### src/hw/rtl/nnis_fifo.sv
// Small register queue that decouples the front from the back of the scaler.
// Depends on nothing but its parameters.
module nnis_fifo #(
  parameter int WIDTH = 8,
  parameter int DEPTH = 4
) (
  input  logic                       clk,
  input  logic                       rst_n,
  input  logic                       push,
  input  logic [WIDTH-1:0]           wdata,
  input  logic                       pop,
  output logic [WIDTH-1:0]           rdata,
  output logic                       full,
  output logic                       empty,
  output logic [$clog2(DEPTH+1)-1:0] count
);

  localparam int PTR_W = (DEPTH > 1) ? $clog2(DEPTH) : 1;
  localparam int CNT_W = $clog2(DEPTH + 1);

  logic [WIDTH-1:0] entry_r [DEPTH];
  logic [PTR_W-1:0] wr_ptr_r, wr_ptr_nxt;
  logic [PTR_W-1:0] rd_ptr_r, rd_ptr_nxt;
  logic [CNT_W-1:0] count_r, count_nxt;

  assign full  = (count_r == CNT_W'(DEPTH));
  assign empty = (count_r == '0);
  assign count = count_r;
  assign rdata = entry_r[rd_ptr_r];

  // Pointer and count updates, wrapping at the queue depth.
  always_comb begin
    wr_ptr_nxt = wr_ptr_r;
    rd_ptr_nxt = rd_ptr_r;
    count_nxt  = count_r;
    if (push) begin
      wr_ptr_nxt = (wr_ptr_r == PTR_W'(DEPTH - 1)) ? '0 : wr_ptr_r + 1'b1;
    end
    if (pop) begin
      rd_ptr_nxt = (rd_ptr_r == PTR_W'(DEPTH - 1)) ? '0 : rd_ptr_r + 1'b1;
    end
    if (push && !pop) begin
      count_nxt = count_r + 1'b1;
    end else if (pop && !push) begin
      count_nxt = count_r - 1'b1;
    end
  end

  always_ff @(posedge clk) begin
    if (!rst_n) begin
      wr_ptr_r <= '0;
      rd_ptr_r <= '0;
      count_r  <= '0;
    end else begin
      wr_ptr_r <= wr_ptr_nxt;
      rd_ptr_r <= rd_ptr_nxt;
      count_r  <= count_nxt;
    end
  end

  // Queue storage needs no reset.
  always_ff @(posedge clk) begin
    if (push) begin
      entry_r[wr_ptr_r] <= wdata;
    end
  end

endmodule

### config.mk
export PLATFORM = sky130hd
export DESIGN_NAME = nnis_fifo
export DESIGN_NICKNAME = d
export VERILOG_FILES = /design/src/hw/rtl/nnis_fifo.sv
export SDC_FILE = /design/constraint.sdc
export NUM_CORES = 1
export LEC_CHECK = 0
export BUFFER_PORTS_ARGS = -buffer_cell sky130_fd_sc_hd__buf_2
export CAP_MARGIN = 30
export CORE_UTILIZATION = 50
export DETAILED_ROUTE_END_ITERATION = 8
export GPL_TIMING_DRIVEN = 0
export PLACE_DENSITY = 0.72
export SYNTH_ARGS = -nofsm -noshare
export SYNTH_HDL_FRONTEND = slang
export SYNTH_SLANG_ARGS = --single-unit
### constraint.sdc
create_clock -name clk -period 2.7 [get_ports clk]
set_clock_uncertainty 0.2 [all_clocks]
set_input_delay 0 -clock clk [delete_from_list [all_inputs] [get_ports clk]]
set_output_delay 0 -clock clk [all_outputs]
set_load 0.05 [all_outputs]
==> impl_results.md, run 1 <==
- Worst reg2reg path depth: 4
- Final Hold Vio Count: 0
- Number of H-tree levels: 2
- Avg Vias per Cell: roughly 4.9
- Worst Setup Path Type: primary input to flip-flop
- DRT Wirelength: about 2.4 mm
- Peak supply drop: 0.000444 V
- Critical path required time: 2.78 ns
- Area Overhead vs Synth: 20.7%
- Yosys top cell area share: 0.595
- Gpl congestion: roughly 0.64
- # IOs: 25
- Port-buffer cells: 24
- Drt wl/cell: ~14 µm
- Clk slew on worst S/H paths: around 0.11 ns
- Cts bufs inserted: 5
- GR Util All Layers: 0.165
- Iter 0 DRT Violations: 27
- Cts repair resizes: 0
- Die Y: between 50 and 60 µm
- Core area: roughly 0.0031 mm²
- Max Freq: around 530 MHz
- CP Max Fanout: 3
- Commonest non-fill, non-tap cell in the layout: edfxtp_1
- Min Clock Period, post-route: 1.89 ns
- Number of setup violations in the final report: 0
- Via Count: 840
- Synth Instances: 86
- Hold Path Depth: 2
- RSZ-0062 raised after global routing: no
- Yosys cell types: 20
- Wire length of the first global-routing pass: around 3.8 mm
- CTS tree: built
- Synthesized area per cell: ~19 µm²
- Vias in the first global route: between 800 and 900
- Cell Rows: 20
- Number of nets still failing antenna checks after routing: 0
- CP arrival: approximately 2 ns
- Pin count of the biggest net entering global routing: 13
- Static Leak: between 0.7 and 0.8 nW
- Leading area contributor after synthesis: edfxtp_1
- CTS root buf: clkbuf_4
- Most frequent cells in the layout: 32 x edfxtp_1, 24 x buf_2, 11 x dlygate4sd3_1
- Clock buffer depth: 2
- Die W: slightly below 60 µm
- Syn. warnings: 0
- Maximum capacitance violations: 0
- Clk sinks: between 40 and 50
- Final nets: 147
- Status: finished, final reports clean
- Syn Nets: about 110
- Setup bufs post-CTS: 0
- HP Class: primary input to flip-flop
- Number of remaining DRC errors: 0
- Share of cells above drive strength 1: 0.302
- CP endpoint kind: flip-flop
- First-pass detailed-route iteration total: 4
- Die area: approximately 0.0035 mm²
- Cell Area, Placed: 0.00179 mm²
- Total gr overflow: 0
- P per Cell Area: 659 mW/mm²
- N_diodes: 0
- Slew @ Worst Pin: ~0.44 ns
- Synth area leaders: edfxtp_1 59%, dfxtp_1 11%, mux4_2 11%, ha_1 4.6%, mux2i_1 2.5%
- Final Cell Area: 0.00195 mm²
- Period Utilization, post-route: 0.701
- Rel. slew slack: 0.705
- Sequential area share after synthesis: 0.706
- Initial core utilization: 0.529
- Setup_tns: 0 ns
- Flops & latches, synth: slightly above 40
- Max-slew violation count: 0
- Number of buffers added to fix hold violations after cts: 11
- Startpoint types: primary input
- DP Wirelength: between 1.5 and 2 mm
- Clk Latency, worst-skew pair: around 0.33 ns
- Initial antenna violation count: 0
- Synthesized cell area: around 0.0016 mm²
==> logic make-up (layout without fill, tap and decap cells) <==
| logic type | after synthesis | after routing | synth area share |
|---|---|---|---|
| AO/OA/AOI/OAI | 3 | 3 | 0.0124 |
| XOR/XNOR | 2 | 2 | 0.0108 |
| AND/OR/NAND/NOR | 15 | 15 | 0.0558 |
| multiplexers | 12 | 12 | 0.136 |
| flip-flops | 41 | 41 | 0.706 |
| adder cells (fa/ha/maj) | 7 | 7 | 0.0589 |
| buffers and inverters | 6 | 49 | 0.0194 |
==> synthesized netlist by cell type <==
| cell | n |
|---|---|
| clkbuf_2 | 1 |
| or3_1 | 1 |
| dfxtp_1 | 9 |
| mux4_2 | 8 |
| mux2i_1 | 4 |
| xnor2_1 | 1 |
| o21a_1 | 1 |
| o21ai_0 | 1 |
| a21boi_1 | 1 |
| and2_1 | 5 |
| buf_6 | 1 |
| edfxtp_1 | 32 |
| nor3_1 | 2 |
| xor2_1 | 1 |
| fa_1 | 1 |
| ha_1 | 6 |
| nor2_1 | 1 |
| nor3b_1 | 1 |
| inv_1 | 4 |
| nor2b_1 | 5 |
==> layer usage <==
metal	routed length, µm	part of all wire	up-vias	GRT usage
li1	-	-	413	-
met1	1090	0.47	397	0.203
met2	1080	0.46	25	0.253
met3	128	0.054	5	0.0659
met4	46	0.020	0	0.0816
met5	0	0	-	0
==> report_power, final <==
group	switching (mW)	leakage [nW]	internal [mW]
combinational	0.179	0.335	0.0923
clock	0.176	0.0269	0.100
sequential	0.0205	0.368	0.717
==> sequential cells by signal, indices dropped and copies added (netlist names), named ones only <==
signal and count:
entry_r 32, count 3, rd_ptr_r 2, wr_ptr_r 2
==> area by class of cell <==
class	instances	area [µm²]
plain buffers	2	16.3
clock buffers	7	45.0
clock inverters	1	3.75
fillers	242	1100
inverters	4	15.0
multi-input cells	39	443
flip-flops and latches	41	1140
well taps	44	55.1
repair buffers	35	230
==> worst paths after layout <==
kind / start / slack, ns / to
max: pop / 0.81 / count[2]
min: wdata[4] / 0.21 / entry_r[2][4]
max reg2reg: count[0] / 1.01 / count[2]
min reg2reg: count[2] / 0.35 / count[2]
==> worst max-delay path, cell delays in order <==
cell and delay (ns):
dlygate4sd3_1 0.53, buf_2 0.14, inv_1 0.08, ha_1 0.18, inv_1 0.06, fa_1 0.37
xor2_1 0.16, or3_1 0.32, a21boi_1 0.14
==> metrics by stage <==
| stage | setup WS (ns) | total power [mW] | std cells | hold slack [ns] | util |
|---|---|---|---|---|---|
| floorplan | 0.623 | 0.950 | 86 | -0.101 | - |
| global placement | 1.06 | 1.01 | 154 | 0.0103 | 0.586 |
| detailed placement | 0.997 | 1.01 | 154 | 0.0182 | 0.586 |
| CTS | 0.824 | 1.30 | 173 | 0.186 | 0.639 |
| global route | 0.712 | 1.35 | 173 | 0.196 | 0.639 |
| finish | 0.806 | 1.29 | 173 | 0.209 | 0.639 |
No activity file was read; power rests on OpenSTA's default activity.
==> inputs of run 2 (changes only) <==
- CORE_UTILIZATION: 50 -> 49
- PLACE_DENSITY: 0.72 -> 0.73
- clock period: 2.7 -> 1.65 ns (I/O delays scaled with it)
==> impl_results.md, run 2 (synthesis results as in run 1) <==
- Status: finished with violations (was finished, final reports clean)
- Die Y: 59.4 µm (was 58.8 µm)
- Clock power frac: 0.267 (was 0.215)
- Initial antenna violation count: 0 (unchanged)
- CTS tree: built (unchanged)
- Pin count of the biggest net entering global routing: 13 (unchanged)
- Via Count: 886 (was 840)
- Commonest non-fill, non-tap cell in the layout: edfxtp_1 (unchanged)
- CP Max Fanout: 8 (was 3)
- DP Wirelength: 1.69 mm (was 1.54 mm)
- Min Clock Period, post-route: 1.74 ns
- Hold Path Sink: entry_r[3][2] (was entry_r[2][4])
- Clk slew on worst S/H paths: 0.12 ns (was 0.11 ns)
- Hold Slack: 0.0355 ns (was 0.209 ns)
- Critical path required time: 1.45 ns (was 2.78 ns)
- Cts bufs inserted: 5 (unchanged)
- Hold Crit Start: push (was wdata[4])
- Maximum capacitance violations: 0 (unchanged)
- CP arrival: 1.54 ns (was 1.97 ns)
- Final Hold Vio Count: 0 (unchanged)
- # IOs: 25 (unchanged)
- Number of setup violations in the final report: 8 (was 0)
- CTS root buf: clkbuf_4 (unchanged)
- Max reg flops: 32 (unchanged)
- Combinational share of power: 0.217 (was 0.211)
- Rel. slew slack: 0.715 (was 0.705)
- DRT Wirelength: 2.65 mm (was 2.35 mm)
- N_diodes: 0 (unchanged)
- P per Cell Area: 1130 mW/mm² (was 659 mW/mm²)
- Iter 0 DRT Violations: 32 (was 27)
- Slowest-stage cell, CP: mux4_2 (was dlygate4sd3_1)
- CP endpoint kind: primary output (was flip-flop)
- Reg2reg end: count[2] (unchanged)
- Clk sinks: 41 (unchanged)
- Switching pwr: 0.656 mW (was 0.375 mW)
- Wire length of the first global-routing pass: 4.20 mm (was 3.83 mm)
- Static Leak: 0.785 nW (was 0.730 nW)
- Port-buffer cells: 24 (unchanged)
- Sw frac: 0.279 (was 0.292)
- Number of remaining DRC errors: 0 (unchanged)
- Setup slack after layout: -0.0866 ns (was 0.806 ns)
- Worst Setup Path Type: flip-flop to primary output (was primary input to flip-flop)
- Worst reg2reg path depth: 4 (unchanged)
- Cell Rows: 20 (unchanged)
- Startpoint types: flip-flop (was primary input)
- Slowest cell delay on critical path: 0.52 ns (was 0.53 ns)
- Reg2Reg Setup Slack: 0.04 ns (was 1.01 ns)
- HP Class: primary input to flip-flop (unchanged)
- Peak supply drop: 0.000688 V (was 0.000444 V)
- Slew @ Worst Pin: 0.428 ns (was 0.442 ns)
- Number of H-tree levels: 2 (unchanged)
- Total gr overflow: 0 (unchanged)
- Final nets: 150 (was 147)
- Hold Path Depth: 2 (unchanged)
- Setup_tns: -0.558 ns (was 0 ns)
- Gpl congestion: 0.702 (was 0.637)
- Internal: 1.70 mW (was 0.910 mW)
- First-pass detailed-route iteration total: 4 (unchanged)
- Core area: 0.00308 mm² (was 0.00305 mm²)
- Max Freq: between 500 and 600 MHz
- Die W: 59.4 µm (was 58.8 µm)
- Buf/Inv on CP: 2 (was 4)
- CP delay by family, top: multiplexers (was buffers and inverters)
- Number of nets still failing antenna checks after routing: 0 (unchanged)
- Flop pwr share: 0.515 (was 0.574)
- Avg Vias per Cell: 5.03 (was 4.86)
- CP Cell Sequence: buf_12 -> mux4_2 -> buf_6 (was dlygate4sd3_1 -> buf_2 -> inv_1 -> ha_1 -> inv_1 -> fa_1 -> xor2_1 -> or3_1 -> a21boi_1)
- Worst R2R Start: count[0] (unchanged)
- Failing checks: negative setup slack
- FILL cells: 228 (was 242)
- Max-slew violation count: 0 (unchanged)
- Share of cells above drive strength 1: 0.364 (was 0.302)
- GR Util All Layers: 0.178 (was 0.165)
- Largest reg by FF count: entry_r (unchanged)
- Clk Latency, worst-skew pair: 0.33 ns (about the same)
- Most frequent cells in the layout: 32 x edfxtp_1, 16 x buf_2, 13 x dlygate4sd3_1 (was 32 x edfxtp_1, 24 x buf_2, 11 x dlygate4sd3_1)
- Area Overhead vs Synth: 29.3% (was 20.7%)
- Vias in the first global route: 874 (was 839)
- Period Utilization, post-route: 1.05
- Die area: 0.00353 mm² (was 0.00346 mm²)
- Drt wl/cell: 15.1 µm (was 13.6 µm)
- Initial core utilization: 0.525 (was 0.529)
- Clock buffer depth: 2 (unchanged)
- RSZ-0062 raised after global routing: yes (was no)
-- run 2: layout make-up --
class,instances,area (µm²),area share
Sequential cell,41,1150,0.551
Multi-Input combinational cell,39,457,0.219
Timing Repair Buffer,38,312,0.149
Tap cell,44,55.1,0.0264
Clock buffer,6,41.3,0.0198
Clock inverter,2,33.8,0.0162
Buffer,2,25.0,0.0120
Inverter,4,15.0,0.00719
-- run 2: stage by stage --
stage | total power [mW] | area (µm²) | setup WS (ns) | cells | util
floorplan | 1.57 | 1640 | 0.0264 | 86 | -
detailed placement | 1.68 | 1810 | -0.0600 | 154 | 0.588
global placement | 1.66 | 1810 | 0.0482 | 154 | 0.588
CTS | 2.37 | 2080 | -0.119 | 176 | 0.676
global route | 2.44 | 2090 | -0.143 | 176 | 0.678
finish | 2.35 | 2090 | -0.0866 | 176 | 0.678
-- run 2: worst register-to-register path: cells and delay by family, from the launching register on --
kind	cells	cell delay, ns
XOR/XNOR	1	0.15
adder cells (fa/ha/maj)	1	0.38
AND/OR/NAND/NOR	1	0.32
AO/OA/AOI/OAI	1	0.15
flip-flops	1	0.37
-- run 2: worst max-delay path by stage --
stage / start / cells past startpoint / slack, ns / to
2_1_floorplan: count[0] / 4 / 0.03 / count[2]
3_3_place_gp: pop / 8 / 0.05 / count[2]
3_5_place_dp: pop / 8 / -0.06 / count[2]
4_1_cts: flip-flop / 3 / -0.12 / rdata[2]
5_1_grt: flip-flop / 3 / -0.14 / rdata[2]
6_report: flip-flop / 3 / -0.09 / rdata[1]
-- run 2: power by group through the flow --
stage	combinational, mW	clock (mW)	sequential, mW
detailed placement	0.437	0	1.24
global route	0.542	0.677	1.22
finish	0.511	0.628	1.21
global placement	0.421	0	1.23
floorplan	0.289	0	1.28
CTS	0.514	0.645	1.21
-- run 2: metal layers --
metal | global-route usage | wire length (µm) | vias to the layer above
met1 | 0.235 | 1160 | 445
li1 | - | - | 419
met2 | 0.273 | 1370 | 16
met4 | 0.102 | 48 | 0
met5 | 0 | 0 | -
met3 | 0.0393 | 77 | 6
-- run 2: timing repair --
action                     CTS  global route
hold buffers                13             0
setup endpoints to repair    9            16
pin swaps                    1             0
hold endpoints to repair    41             0
resized for setup           19             2
buffers inserted             1             0
==> inputs of run 3 (changes only) <==
- SETUP_SLACK_MARGIN: not set -> 0.02
==> impl_results.md, run 3 (synthesis results as in run 1) <==
- Status: finished with violations (unchanged)
- Failing checks: negative setup slack (unchanged)
- GR Util All Layers: 0.178 (unchanged)
- CTS tree: built (unchanged)
- Number of remaining DRC errors: 0 (unchanged)
- Total gr overflow: 0 (unchanged)
- Period Utilization, post-route: 1.05 (unchanged)
- Hold Slack: 0.0261 ns (was 0.0355 ns)
- # IOs: 25 (unchanged)
- Startpoint types: flip-flop (unchanged)
- Die W: 59.4 µm (unchanged)
- Final nets: 150 (unchanged)
- CP Max Fanout: 8 (unchanged)
- Avg Vias per Cell: 5.03 (unchanged)
- Drt wl/cell: 15.1 µm (unchanged)
- Slew @ Worst Pin: 0.428 ns (unchanged)
- Final Hold Vio Count: 0 (unchanged)
- Cts bufs inserted: 5 (unchanged)
- DP Cell Count: 154 (unchanged)
- Die area: 0.00353 mm² (unchanged)
- Number of setup violations in the final report: 8 (unchanged)
- Cell Area, Placed: 0.00181 mm² (unchanged)
- Share of cells above drive strength 1: 0.371 (was 0.364)
- Clock buffer depth: 2 (unchanged)
- Peak supply drop: 0.000688 V (about the same)
- Die Y: 59.4 µm (unchanged)
- CP arrival: 1.54 ns (about the same)
- Cell Rows: 20 (unchanged)
- Critical path required time: 1.45 ns (about the same)
- DRT Wirelength: 2.65 mm (unchanged)
- Static Leak: 0.786 nW (was 0.785 nW)
- Max reg flops: 32 (unchanged)
- Initial antenna violation count: 0 (unchanged)
- Final Cell Area: 0.00209 mm² (about the same)
- Wire length of the first global-routing pass: 4.20 mm (unchanged)
- Setup slack after layout: -0.0866 ns (unchanged)
- Vias in the first global route: 874 (unchanged)
- Area Overhead vs Synth: 29.4% (was 29.3%)
- Layout Cells excl Fill: 176 (unchanged)
- DP Wirelength: 1.69 mm (unchanged)
- CTS root buf: clkbuf_4 (unchanged)
- Clk sinks: 41 (unchanged)
- Port-buffer cells: 24 (unchanged)
- HP Class: primary input to flip-flop (unchanged)
- Gpl congestion: 0.702 (unchanged)
- Rel. slew slack: 0.715 (unchanged)
- Max Freq: 576 MHz (unchanged)
- RSZ-0062 raised after global routing: yes (unchanged)
- CP endpoint kind: primary output (unchanged)
- Most frequent cells in the layout: 32 x edfxtp_1, 16 x buf_2, 13 x dlygate4sd3_1 (unchanged)
- Iter 0 DRT Violations: 32 (unchanged)
- Number of nets still failing antenna checks after routing: 0 (unchanged)
- Clk Latency, worst-skew pair: 0.33 ns (about the same)
- Largest reg by FF count: entry_r (unchanged)
- Max-slew violation count: 0 (unchanged)
- Core area: 0.00308 mm² (unchanged)
- Worst Setup Path Type: flip-flop to primary output (unchanged)
- Initial core utilization: 0.525 (unchanged)
- Maximum capacitance violations: 0 (unchanged)
- Clk slew on worst S/H paths: 0.12 ns (about the same)
- Pin count of the biggest net entering global routing: 13 (unchanged)
- N_diodes: 0 (unchanged)
- Commonest non-fill, non-tap cell in the layout: edfxtp_1 (unchanged)
- Via Count: 886 (unchanged)
- Min Clock Period, post-route: 1.74 ns (unchanged)
- Number of H-tree levels: 2 (unchanged)
- P per Cell Area: 1130 mW/mm² (about the same)
- First-pass detailed-route iteration total: 4 (unchanged)
[run 3: changes by cell type in the layout (fill, tap and decap cells not counted)]
cell and delta:
and2_2 +1, and2_1 -1
[run 3: layer usage]
| metal | part of all wire | up-vias | GRT usage |
|---|---|---|---|
| met3 | 0.029 | 6 | 0.0393 |
| li1 | - | 419 | - |
| met4 | 0.018 | 0 | 0.102 |
| met1 | 0.44 | 445 | 0.235 |
| met2 | 0.52 | 16 | 0.273 |
| met5 | 0 | - | 0 |
[run 3: critical path: stages (launching register included)]
cell	delay, ns
dfxtp_2	0.36
buf_12	0.14
mux4_2	0.52
buf_6	0.17
[run 3: repair_timing]
item | 4_1_cts | 5_1_grt
setup buffers | 1 | 0
hold buffers | 13 | 0
hold endpoints to repair | 41 | 0
pin swaps | 1 | 0
gates resized for setup | 19 | 3
setup endpoints to repair | 9 | 25
cloned | 0 | 0
[run 3: metrics by stage]
| step | total power [mW] | setup WS (ns) | setup TNS [ns] | util |
|---|---|---|---|---|
| finish | 2.35 | -0.0866 | -0.558 | 0.679 |
| global route | 2.44 | -0.143 | -1.02 | 0.679 |
| CTS | 2.37 | -0.119 | -0.783 | 0.676 |
| detailed placement | 1.68 | -0.0600 | -0.0600 | 0.588 |
| global placement | 1.66 | 0.0482 | 0 | 0.588 |
| floorplan | 1.57 | 0.0264 | 0 | - |
[run 3: area by class of cell]
class | instances | area, µm²
timing repair buffer | 38 | 312
multi-input combinational | 39 | 458
tap | 44 | 55.1
clock buffer | 6 | 41.3
clock inverter | 2 | 33.8
buffer | 2 | 25.0
sequential | 41 | 1150
fill | 228 | 988
inverter | 4 | 15.0
[run 3: report_power, final]
part / switching (mW) / internal (mW) / leakage, nW
logic: 0.309 / 0.203 / 0.376
registers: 0.0343 / 1.18 / 0.370
clock network: 0.312 / 0.316 / 0.0399
[run 3: final timing paths]
kind                    to  startpoint  cells after the start  slack (ns)
max reg2reg       count[2]    count[0]                      4        0.04
max               rdata[1]   flip-flop                      3       -0.09
min reg2reg       count[2]    count[2]                      2        0.35
min          entry_r[0][6]        push                      2        0.03
