### config.mk
export PLATFORM = sky130hd
export DESIGN_NAME = nnis_front
export DESIGN_NICKNAME = d
export VERILOG_FILES = /design/src/hw/rtl/nnis_pkg.sv /design/src/hw/rtl/nnis_front.sv
export SDC_FILE = /design/constraint.sdc
export NUM_CORES = 1
export LEC_CHECK = 0
export BUFFER_PORTS_ARGS = -buffer_cell sky130_fd_sc_hd__buf_2
export CAP_MARGIN = 25
export CORE_MARGIN = 10
export CORE_UTILIZATION = 50
export CTS_BUF_LIST = sky130_fd_sc_hd__clkbuf_8
export CTS_CLUSTER_DIAMETER = 120
export DETAILED_ROUTE_END_ITERATION = 8
export PLACE_DENSITY = 0.73
export SKIP_LAST_GASP = 1
export SLEW_MARGIN = 20
export SYNTH_ARGS = -nofsm -noshare
export SYNTH_HDL_FRONTEND = slang
export SYNTH_SLANG_ARGS = --single-unit
export TNS_END_PERCENT = 10
### constraint.sdc
create_clock -name clk -period 19 [get_ports clk]
set_input_delay 0 -clock clk [delete_from_list [all_inputs] [get_ports clk]]
set_output_delay 0 -clock clk [all_outputs]
set_load 0.005 [all_outputs]
### src/hw/rtl/nnis_pkg.sv
// Shared types and constants for the nearest-neighbor image scaler.
// No dependencies; the core, nnis_front and nnis_back refer to this package by scoped names.
package nnis_pkg;

  // Fixed field widths of the pixel and size registers.
  localparam int BYTES_PER_PIXEL = 3;
  localparam int PIX_W           = BYTES_PER_PIXEL * 8;
  localparam int SZ_IN_W         = 10;
  localparam int SZ_OUT_W        = 13;

  // Configuration port geometry.
  localparam int CFG_DATA_W = 32;
  localparam int CFG_ADDR_W = 4;

  // Depth of the queue between the front and the back.
  localparam int QUEUE_DEPTH = 4;

  // Item kinds carried on in_tuser.
  localparam logic OP_LOAD = 1'b0;
  localparam logic OP_EMIT = 1'b1;

  // Register indexes, taken from cfg_paddr[3:2].
  localparam logic [1:0] REG_IN_WIDTH   = 2'd0;
  localparam logic [1:0] REG_IN_HEIGHT  = 2'd1;
  localparam logic [1:0] REG_OUT_WIDTH  = 2'd2;
  localparam logic [1:0] REG_OUT_HEIGHT = 2'd3;

  // Reset values of the size registers.
  localparam logic [SZ_IN_W-1:0]  RST_IN_SIZE  = SZ_IN_W'(512);
  localparam logic [SZ_OUT_W-1:0] RST_OUT_SIZE = SZ_OUT_W'(512);

  // Effective (clamped) image sizes, shared by the front and the back.
  typedef struct packed {
    logic [SZ_IN_W-1:0]  in_width;
    logic [SZ_IN_W-1:0]  in_height;
    logic [SZ_OUT_W-1:0] out_width;
    logic [SZ_OUT_W-1:0] out_height;
  } sizes_t;

endpackage

### src/hw/rtl/nnis_front.sv
// Front of the scaler: accepts transactions, classifies them and tags them with positions.
// Depends on nnis_pkg for the size struct, pixel width and item kinds.
module nnis_front #(
  parameter int ADDR_W = 18,
  parameter int OC_W   = 12
) (
  input  logic                                  clk,
  input  logic                                  rst_n,
  input  nnis_pkg::sizes_t                      sizes,
  // in_tdata fields from bit 0: red, green, blue
  input  logic                                  in_tvalid,
  output logic                                  in_tready,
  input  logic [nnis_pkg::PIX_W-1:0]            in_tdata,
  // in_tuser fields from bit 0: operation
  input  logic                                  in_tuser,
  input  logic                                  q_full,
  output logic                                  q_push,
  output logic [2*OC_W+ADDR_W+nnis_pkg::PIX_W+1:0] q_data
);

  logic [ADDR_W-1:0]               load_pos_r, load_pos_nxt;
  logic [OC_W-1:0]                 out_row_r, out_row_nxt;
  logic [OC_W-1:0]                 out_col_r, out_col_nxt;
  logic [2*nnis_pkg::SZ_IN_W-1:0]  total;
  logic [ADDR_W-1:0]               pos;
  logic [31:0]                     pos_inc;
  logic [31:0]                     col_inc;
  logic [31:0]                     row_inc;
  logic                            col_wrap;
  logic                            row_wrap;
  logic                            frame_end;

  assign in_tready = !q_full;
  assign q_push    = in_tvalid && !q_full;

  // Load position: restart at entry zero when it lies beyond the frame.
  assign total   = (2*nnis_pkg::SZ_IN_W)'(sizes.in_width) *
                   (2*nnis_pkg::SZ_IN_W)'(sizes.in_height);
  assign pos     = (32'(load_pos_r) < 32'(total)) ? load_pos_r : '0;
  assign pos_inc = 32'(pos) + 32'd1;

  // Output raster position and end-of-frame flag.
  assign col_inc   = 32'(out_col_r) + 32'd1;
  assign row_inc   = 32'(out_row_r) + 32'd1;
  assign col_wrap  = (col_inc >= 32'(sizes.out_width));
  assign row_wrap  = (row_inc >= 32'(sizes.out_height));
  assign frame_end = col_wrap && row_wrap;

  always_comb begin
    load_pos_nxt = load_pos_r;
    out_row_nxt  = out_row_r;
    out_col_nxt  = out_col_r;
    if (q_push) begin
      if (in_tuser == nnis_pkg::OP_LOAD) begin
        load_pos_nxt = (pos_inc >= 32'(total)) ? '0 : ADDR_W'(pos_inc);
      end else if (col_wrap) begin
        out_col_nxt = '0;
        out_row_nxt = row_wrap ? '0 : OC_W'(row_inc);
      end else begin
        out_col_nxt = OC_W'(col_inc);
      end
    end
  end

  always_ff @(posedge clk) begin
    if (!rst_n) begin
      load_pos_r <= '0;
      out_row_r  <= '0;
      out_col_r  <= '0;
    end else begin
      load_pos_r <= load_pos_nxt;
      out_row_r  <= out_row_nxt;
      out_col_r  <= out_col_nxt;
    end
  end

  // Queue entry from bit 0: kind, pixel, store address, row, column, frame end.
  assign q_data = {frame_end, out_col_r, out_row_r, pos, in_tdata, in_tuser};

endmodule

==> results of run 1 <==
cell usage after synthesis, types with 6 or more instances:
cell type and instances:
nand3b_1 12, nand3_1 14, xor2_1 26, inv_1 107
o21a_1 10, and3_1 21, ha_1 118, buf_4 27
nor2_1 35, o21ai_0 36, and2_1 59, a221o_1 6
clkbuf_1 27, dfxtp_1 42, xnor2_1 20, nor4_1 9
nand2_1 111, nor3_1 12, a21boi_0 17, fa_1 62
a211oi_1 7, a21o_1 20, nor2b_1 32, or3_1 6
nand4_1 10, a21oi_1 35
critical path: cells and delay by family:
| family | cells | cell delay [ns] |
|---|---|---|
| AOI/OAI and AO/OA | 17 | 3.81 |
| adders and majority gates | 9 | 3.79 |
| and+or+nand+nor | 11 | 1.86 |
| buffers and inverters | 8 | 0.83 |
| xor gates and xnor gates | 2 | 0.40 |
registers in the layout (all words and copies together) (netlist names):
name        flops
out_col_r      12
out_row_r      12
load_pos_r     18
metal layers:
metal | track usage (%) | up-vias | wire length [um]
met5 | 0 | - | 0
met4 | 3.78 | 0 | 278
met3 | 3.00 | 24 | 1050
met2 | 28.8 | 151 | 8400
met1 | 20.8 | 3049 | 7700
li1 | - | 3304 | -
logic make-up (layout without fill, tap and decap cells):
| kind of cell | Yosys count | in the layout |
|---|---|---|
| AO/OA/AOI/OAI | 174 | 174 |
| XOR/XNOR | 46 | 46 |
| adder cells (fa/ha/maj) | 180 | 180 |
| buffers and inverters | 171 | 214 |
| flip-flops | 42 | 42 |
| multiplexers | 3 | 3 |
| other | 0 | 1 |
| AND/OR/NAND/NOR | 341 | 341 |
power breakdown:
part	switching, W	internal [W]	total (W)
logic	0.000356	0.000248	0.000604
registers	0.000000418	0.0000882	0.0000886
clock network	0.0000335	0.0000255	0.0000590
total	0.000390	0.000362	0.000752
cell type report:
cell class	count	area (um^2)
inverters	107	402
repair buffers	99	503
clock buffers	5	68.8
well taps	188	235
multi-input cells	744	6170
diodes	1	2.50
fillers	1424	6970
flip-flops and latches	42	841
clock inverters	3	17.5
worst min path at each step:
stage,slack [ns],start,cells past startpoint,to
6_report,0.000001,in_tdata[5],0,q_data[6]
5_1_grt,0.000008,in_tdata[15],0,q_data[16]
3_3_place_gp,0.00003,in_tdata[11],0,q_data[12]
3_5_place_dp,0.00003,in_tdata[11],0,q_data[12]
4_1_cts,0.00003,in_tdata[11],0,q_data[12]
2_1_floorplan,0.03,q_full,1,in_tready
stage by stage:
| step | cells | utilization (%) |
|---|---|---|
| global placement | 1179 | 53.5 |
| floorplan | 957 | - |
| global route | 1188 | 54.2 |
| finish | 1189 | 54.2 |
| CTS | 1187 | 54.1 |
| detailed placement | 1179 | 53.5 |
==> impl_metrics.csv, run 1 <==
group,metric,value,unit
synth,yosysSeqAreaShare,10.8,%
cells_and_area,final_common_cell,"ha_1",
global_route,track_usage,16.6,%
routing,first_iter_violations,249,
sta,hold_slack,0.00000142,ns
die,ios,145,
power_and_ir_drop,total_power,0.000752,W
power_and_ir_drop,leakage,4.33,nW
sta,finalSetupViolCount,0,
critical_path,path_class,"in -> reg",
sta,finalSetupTns,0,ns
critical_path,ff2ff_path_depth,28,
die,die_h,145,um
critical_path,cpMostUsedCell,"inv_1",
cells_and_area,fin_area,0.00824,mm^2
sta,post-route-period-util,55.4,%
clock_tree,cts.path.max_buffers,2,
routing,drtAntennaViolNets,0,
global_route,grt-ovfl-total,0,
synth,synthArstFlopShare,0,%
sta,rsz0062_at_grt,"no",
clock_tree,htree_levels,2,
clock_tree,cts_setup_buffers,0,
sta,final.setup.worst_slack,8.47,ns
synth,yosys_register_bits,42,
synth,syn_avg_cell_area,8.12,um^2
routing,routed_via_density,5.49,
critical_path,slowest_stage,"o31a_1",
placed_design,io_buffers,96,
critical_path,crit_path_start_kind,"primary input",
clock_tree,clkSlewWorstSetupHoldPaths,0.08,ns
synth,synth.top_cell.area_share,19.0,%
synth,yosys.area_share.xor_xnor,5.18,%
critical_path,cp.required,19.19,ns
die,core.rowCount,45,
die,initial_utilization,51.1,%
die,floorplan.die_area,0.0209,mm^2
status,status,"complete, no violations",
cells_and_area,fin_nets,1254,
synth,synth.mux.area_fraction,0.386,%
critical_path,cp.arrival,10.72,ns
global_route,antenna_found_initial,0,
synth,synth-compound-area-share,15.8,%
clock_tree,numCtsBuffers,5,
cells_and_area,drive_above_1_share,12.6,%
global_route,grt_pass1_wl,29.3,mm
clock_tree,clock_latency,0.30,ns
sta,fmaxAchievable,95.0,MHz
power_and_ir_drop,ir_drop,0.0807,mV
synth,synth_top_area_cell,"ha_1",
synth,synth_edf_count,0,
critical_path,reg2reg_from,"load_pos_r[9]",
routing,routed_wl,17.4,mm
synth,synth_area_leaders,"ha_1 19%, fa_1 16%, dfxtp_1 11%",
run,cap_violations,0,
clock_tree,clock_sinks,42,
sta,maxSlewViolCount,0,
global_route,grt_pass1_vias,6348,
synth,synth_warnings,0,
critical_path,startpoint,"sizes[29]",
synth,synth_top_family_by_area,"adder cells",
routing,dr.pass1.iters,5,
cells_and_area,final_cell_mix,"118 x ha_1, 111 x nand2_1, 108 x inv_1",
clock_tree,cts_resized,0,
placed_design,place_hpwl,14.4,mm
synth,synthCells,957,
critical_path,cp-end-kind,"register",
sta,hold_violations,0,
synth,syn_area,0.00777,mm^2
synth,synth_nets,1212,
power_and_ir_drop,power_density,91.3,mW/mm^2
critical_path,r2r_slack,12.38,ns
synth,ys_types,63,
synth,synth-adder-area-share,35.0,%
cells_and_area,area_growth,5.96,%
die,dieWidth,145,um
sta,finClkSkew,0.00834,ns
sta,relSlewSlack,42.3,%
placed_design,place_area,0.00814,mm^2
sta,min_period,10.53,ns
placed_design,dp_worst_setup_slack,8.26,ns
critical_path,r2r_end,"load_pos_r[2]",
clock_tree,cts_hold_buf,0,
sta,worstMarginPinSlew,0.865,ns
routing,drcViolationCount,0,
critical_path,crit_end,"load_pos_r[2]",
clock_tree,cts_root_buffer,"clkbuf_8",
critical_path,path_max_fanout,45,
synth,yosys.area_share.simple,23.0,%
synth,synth_ff_type,"dfxtp_1",
global_route,grt_max_degree,46,
routing,routedWlPerCell,14.7,um
die,coreArea,0.0152,mm^2
routing,vias,6528,
min_path,hp-class,"in -> out",
placed_design,gp_congestion,0.877,
critical_path,max_stage_delay,0.60,ns
clock_tree,tritoncts,"yes",
(Power assumes the default switching activity.)
==> run 2: changes to the inputs <==
--- a/config.mk
+++ b/config.mk
@@ -12,7 +12,7 @@
 export CTS_BUF_LIST = sky130_fd_sc_hd__clkbuf_8
 export CTS_CLUSTER_DIAMETER = 120
 export DETAILED_ROUTE_END_ITERATION = 8
-export PLACE_DENSITY = 0.73
+export PLACE_DENSITY = 0.76
 export SKIP_LAST_GASP = 1
 export SLEW_MARGIN = 20
 export SYNTH_ARGS = -nofsm -noshare
==> constraint.sdc (replaced) <==
create_clock -name clk -period 9.6 [get_ports clk]
set_input_delay 0 -clock clk [delete_from_list [all_inputs] [get_ports clk]]
set_output_delay 0 -clock clk [all_outputs]
set_load 0.005 [all_outputs]
==> run 2 against run 1 <==
  * Design area increased by 3.8%
  * Hold slack about the same
  * Critical path depth decreased by 1
  * Via count increased by 2.9%
  * Core utilization increased by 2.1 points
  * Clock skew increased by 0.0034 ns
  * Combinational power increased by 110%
  * Global-route usage increased by 0.76 points
  * Wire length increased by 3.1%
  * Sequential share of layout area decreased by 0.38 points
  * Setup slack got worse by 8.0 ns
  * Clock power increased to 3.0 times the previous value
==> impl_metrics.csv, run 2 (synthesis gave the netlist of run 1 again) <==
group,metric,value,unit
status,status,"complete, no violations",
sta,finClkSkew,0.0118,ns
routing,drtAntennaViolNets,0,
sta,worstMarginPinSlew,0.991,ns
die,initial_utilization,51.1,%
routing,routed_wl,18.0,mm
cells_and_area,fin_cells,1214,
clock_tree,clock_latency,0.31,ns
critical_path,cp.arrival,9.39,ns
routing,routedWlPerCell,14.8,um
cells_and_area,final_common_cell,"ha_1",
clock_tree,cts.path.max_buffers,2,
die,coreArea,0.0152,mm^2
critical_path,crit_path_start_kind,"primary input",
cells_and_area,fillers,1397,
critical_path,path_class,"in -> reg",
placed_design,gp_congestion,0.901,
die,core.rowCount,45,
power_and_ir_drop,power_density,189,mW/mm^2
sta,relSlewSlack,33.7,%
critical_path,slowest_stage,"fa_1",
die,floorplan.die_area,0.0209,mm^2
cells_and_area,area_growth,10.0,%
sta,post-route-period-util,95.3,%
global_route,grt_pass1_vias,6543,
die,dieWidth,145,um
critical_path,max_stage_delay,0.54,ns
sta,maxSlewViolCount,0,
power_and_ir_drop,leakage,4.48,nW
routing,dr.pass1.iters,5,
die,die_h,145,um
sta,hold_violations,0,
run,cap_violations,0,
clock_tree,clock_sinks,42,
cells_and_area,multiInputGateArea,0.00623,mm^2
power_and_ir_drop,ir_drop,0.203,mV
die,ios,145,
min_path,hp-class,"in -> out",
clock_tree,cts_hold_buf,0,
critical_path,cpMostUsedCell,"ha_1",
routing,routed_via_density,5.53,
sta,fmaxAchievable,109,MHz
cells_and_area,register_area,841,um^2
clock_tree,clkSlewWorstSetupHoldPaths,0.08,ns
critical_path,cp.required,9.84,ns
global_route,track_usage,17.3,%
cells_and_area,top_regs,"load_pos_r: 18 flops, out_col_r: 12 flops, out_row_r: 12 flops",
placed_design,place_hpwl,14.8,mm
clock_tree,numCtsBuffers,5,
cells_and_area,fin_nets,1279,
cells_and_area,largest_reg_flops,18,
global_route,grt_pass1_wl,30.5,mm
critical_path,cpLargestDelayFamily,"adder cells",
critical_path,cp_num_buf_inv,7,
global_route,antenna_found_initial,1,
clock_tree,tritoncts,"yes",
sta,min_period,9.15,ns
critical_path,cp-end-kind,"register",
global_route,grt-ovfl-total,0,
power_and_ir_drop,total_power,0.00162,W
routing,first_iter_violations,330,
clock_tree,htree_levels,2,
cells_and_area,final_cell_mix,"118 x ha_1, 111 x nand2_1, 107 x inv_1",
placed_design,io_buffers,96,
sta,finalSetupViolCount,0,
cells_and_area,drive_above_1_share,15.9,%
clock_tree,cts_root_buffer,"clkbuf_8",
placed_design,placed_cells,1203,
critical_path,path_max_fanout,8,
cells_and_area,largest-register,"load_pos_r",
routing,vias,6719,
routing,drcViolationCount,0,
global_route,grt_max_degree,44,
-- run 2: changes by cell type in the layout (fill, tap and decap cells not counted), sizes merged --
cell,previous run,this run
clkinv,2,0
inv,108,107
buf,98,124
bufinv,0,2
-- run 2: per-layer routing --
metal	vias up	part of all wire, %	GRT usage [%]
met5	-	0	0
met4	0	1.1	4.26
met3	16	6.3	3.19
met2	163	49	29.8
met1	3195	44	21.9
li1	3345	-	-
-- run 2: repair_timing --
action / in CTS / in global routing
endpoints found under the setup margin: 0 / 18
resized for setup: 0 / 19
setup buffers: 0 / 2
hold endpoints to repair: 0 / 0
-- run 2: path summary, 6_finish.rpt --
kind                      start        endpoint  slack (ns)  cells after the start
setup / recovery      sizes[38]  load_pos_r[12]        0.45                     46
hold / removal     in_tdata[18]      q_data[19]    0.000001                      0
setup reg to reg  load_pos_r[9]  load_pos_r[12]        3.92                     27
hold reg to reg   out_row_r[11]   out_row_r[11]        0.52                      2
-- run 2: final cells by class --
class                   count  share of cell area [%]
repair buffers            124                    8.17
clock inverters             2                   0.702
diodes                      1                  0.0293
well taps                 188                    2.75
inverters                 107                    4.70
clock buffers               6                   0.966
flip-flops and latches     42                    9.83
multi-input cells         744                    72.9
-- run 2: where the power goes --
part | leakage, nW | internal (W) | total, W | switching, W
Clock | 0.0714 | 0.000111 | 0.000177 | 0.0000656
Combinational | 4.07 | 0.000529 | 0.00127 | 0.000738
Sequential | 0.338 | 0.000175 | 0.000175 | 0.000000847
-- run 2: metrics by stage --
step | setup slack, ns | hold slack (ns) | utilization, % | TNS, ns | instance area (um^2)
finish | 0.450 | 0.00000142 | 56.2 | 0 | 8550
global route | -0.118 | 0.00000796 | 56.2 | -1.06 | 8550
CTS | 0.192 | 0.0000346 | 55.7 | 0 | 8460
detailed placement | -0.130 | 0.0000346 | 54.7 | -0.958 | 8320
global placement | 0.0884 | 0.0000346 | 54.7 | 0 | 8320
floorplan | 0.0381 | 0.0265 | - | 0 | 7770
==> run 3: changes to the inputs <==
--- a/config.mk
+++ b/config.mk
@@ -5,7 +5,7 @@
 export SDC_FILE = /design/constraint.sdc
 export NUM_CORES = 1
 export LEC_CHECK = 0
-export BUFFER_PORTS_ARGS = -buffer_cell sky130_fd_sc_hd__buf_2
+export BUFFER_PORTS_ARGS = -buffer_cell sky130_fd_sc_hd__clkbuf_2
 export CAP_MARGIN = 25
 export CORE_MARGIN = 10
 export CORE_UTILIZATION = 50
==> run 3 against run 2 <==
  * Non-clock buffer count grew 2
  * Via count decreased by 0.65%
  * Sequential cell count unchanged
  * Power down 4.1%
  * Core utilization fell by 0.22 points
  * Global-route usage shrank 0.15 points
  * Clock skew shrank 0.0022 ns
  * Cell count barely moved
  * Highest routed layer unchanged
==> impl_metrics.csv, run 3 (synthesis gave the netlist of run 1 again) <==
group,metric,value,unit
status,status,"complete, no violations",
clock_tree,clkSlewWorstSetupHoldPaths,0.08,ns
run,cap_violations,0,
routing,routed_via_density,5.49,
sta,fmaxAchievable,110,MHz
cells_and_area,final_common_cell,"ha_1",
critical_path,cp.required,9.85,ns
clock_tree,clock_sinks,42,
power_and_ir_drop,pwr-share-seq,11.3,%
power_and_ir_drop,p_clk_share,7.6,%
routing,drcViolationCount,0,
critical_path,slowest_stage,"fa_1",
sta,finalSetupTns,0,ns
clock_tree,cts.path.max_buffers,2,
sta,finalSetupViolCount,0,
routing,routed_wl,17.8,mm
placed_design,gp_congestion,0.889,
power_and_ir_drop,power_density,182,mW/mm^2
global_route,grt_pass1_wl,30.2,mm
placed_design,io_buffers,96,
power_and_ir_drop,total_power,0.00155,W
placed_design,place_hpwl,14.9,mm
sta,finClkSkew,0.00957,ns
cells_and_area,fin_nets,1281,
clock_tree,clock_latency,0.32,ns
power_and_ir_drop,ir_drop,0.174,mV
power_and_ir_drop,power.internal,0.000755,W
sta,maxSlewViolCount,0,
power_and_ir_drop,combPwrFrac,81.1,%
critical_path,cp_num_buf_inv,7,
die,coreArea,0.0152,mm^2
critical_path,cp-end-kind,"register",
power_and_ir_drop,p_sw,0.000797,W
cells_and_area,drive_above_1_share,16.2,%
sta,hold_violations,0,
routing,drtAntennaViolNets,0,
power_and_ir_drop,leakage,4.43,nW
cells_and_area,largest-register,"load_pos_r",
cells_and_area,fin_area,0.00852,mm^2
power_and_ir_drop,power_switching_share,51.4,%
die,ios,145,
die,die_h,145,um
critical_path,max_stage_delay,0.55,ns
clock_tree,htree_levels,2,
clock_tree,numCtsBuffers,5,
clock_tree,cts_root_buffer,"clkbuf_8",
die,floorplan.die_area,0.0209,mm^2
sta,min_period,9.11,ns
critical_path,cpLargestDelayFamily,"adder cells",
sta,worstMarginPinSlew,0.969,ns
die,core.rowCount,45,
global_route,antenna_found_initial,0,
global_route,track_usage,17.2,%
cells_and_area,largest_reg_flops,18,
sta,relSlewSlack,35.1,%
die,initial_utilization,51.1,%
routing,routedWlPerCell,14.7,um
routing,vias,6675,
placed_design,place_area,0.00834,mm^2
critical_path,cp.arrival,9.36,ns
cells_and_area,top_regs,"load_pos_r: 18 flops, out_col_r: 12 flops, out_row_r: 12 flops",
critical_path,path_max_fanout,8,
clock_tree,cts_hold_buf,0,
routing,dr.pass1.iters,4,
global_route,grt_max_degree,44,
cells_and_area,final_cell_mix,"116 x ha_1, 111 x nand2_1, 107 x inv_1",
global_route,grt-ovfl-total,0,
critical_path,path_class,"in -> reg",
clock_tree,tritoncts,"yes",
sta,hold_slack,0.00000142,ns
routing,first_iter_violations,348,
cells_and_area,antenna_cells,0,
cells_and_area,fillers,1395,
cells_and_area,area_growth,9.56,%
global_route,grt_pass1_vias,6535,
min_path,hp-class,"in -> out",
sta,post-route-period-util,94.9,%
die,dieWidth,145,um
critical_path,crit_path_start_kind,"primary input",
run 3: routing by layer:
metal  track usage [%]  share of wire, %  up-vias  wire length [um]
met5                 0                 0        -                 0
met4              4.36               1.4        0               243
met3              3.10               6.5       16              1160
met2              29.8                49      140              8770
met1              21.5                43     3172              7660
li1                  -                 -     3347                 -
run 3: power by group through the flow:
stage / clock, W / sequential (W) / combinational, W
finish: 0.000118 / 0.000175 / 0.00126
global route: 0.000127 / 0.000176 / 0.00145
CTS: 0.000121 / 0.000175 / 0.00124
detailed placement: 0 / 0.000180 / 0.00123
global placement: 0 / 0.000180 / 0.00121
floorplan: 0 / 0.000179 / 0.000967
run 3: path summary, 6_finish.rpt:
check | from | to | slack, ns | depth (start not counted)
min | in_tdata[18] | q_data[19] | 0.000001 | 0
max reg2reg | load_pos_r[9] | load_pos_r[3] | 3.92 | 28
min reg2reg | out_row_r[11] | out_row_r[11] | 0.54 | 2
max | sizes[37] | load_pos_r[3] | 0.49 | 46
run 3: worst reg2reg max path, delay by kind of cell, from the launching register on:
| family | cells | cell delay, ns |
|---|---|---|
| fa+ha+maj | 3 | 0.83 |
| buf+inv | 2 | 0.27 |
| simple gates | 10 | 1.74 |
| compound gates | 12 | 2.09 |
| flops | 1 | 0.52 |
| xor+xnor | 1 | 0.15 |
run 3: layout make-up:
cell class | count | area (um^2) | share of cell area (%)
Inverter | 107 | 402 | 4.72
Timing Repair Buffer | 126 | 709 | 8.33
Clock buffer | 5 | 68.8 | 0.808
Sequential cell | 42 | 841 | 9.87
Tap cell | 188 | 235 | 2.76
Multi-Input combinational cell | 744 | 6240 | 73.3
Clock inverter | 3 | 21.3 | 0.250
run 3: per-stage QoR:
stage,std cells,setup WS (ns),utilization [%]
global route,1215,-0.0596,56.0
global placement,1206,0.0961,54.9
finish,1215,0.486,56.0
detailed placement,1206,-0.136,54.9
floorplan,957,0.0381,-
CTS,1214,0.149,55.5
run 3: what timing repair did:
item,CTS,global route
setup buffers,0,1
gates resized for setup,0,19
endpoints found under the setup margin,0,18
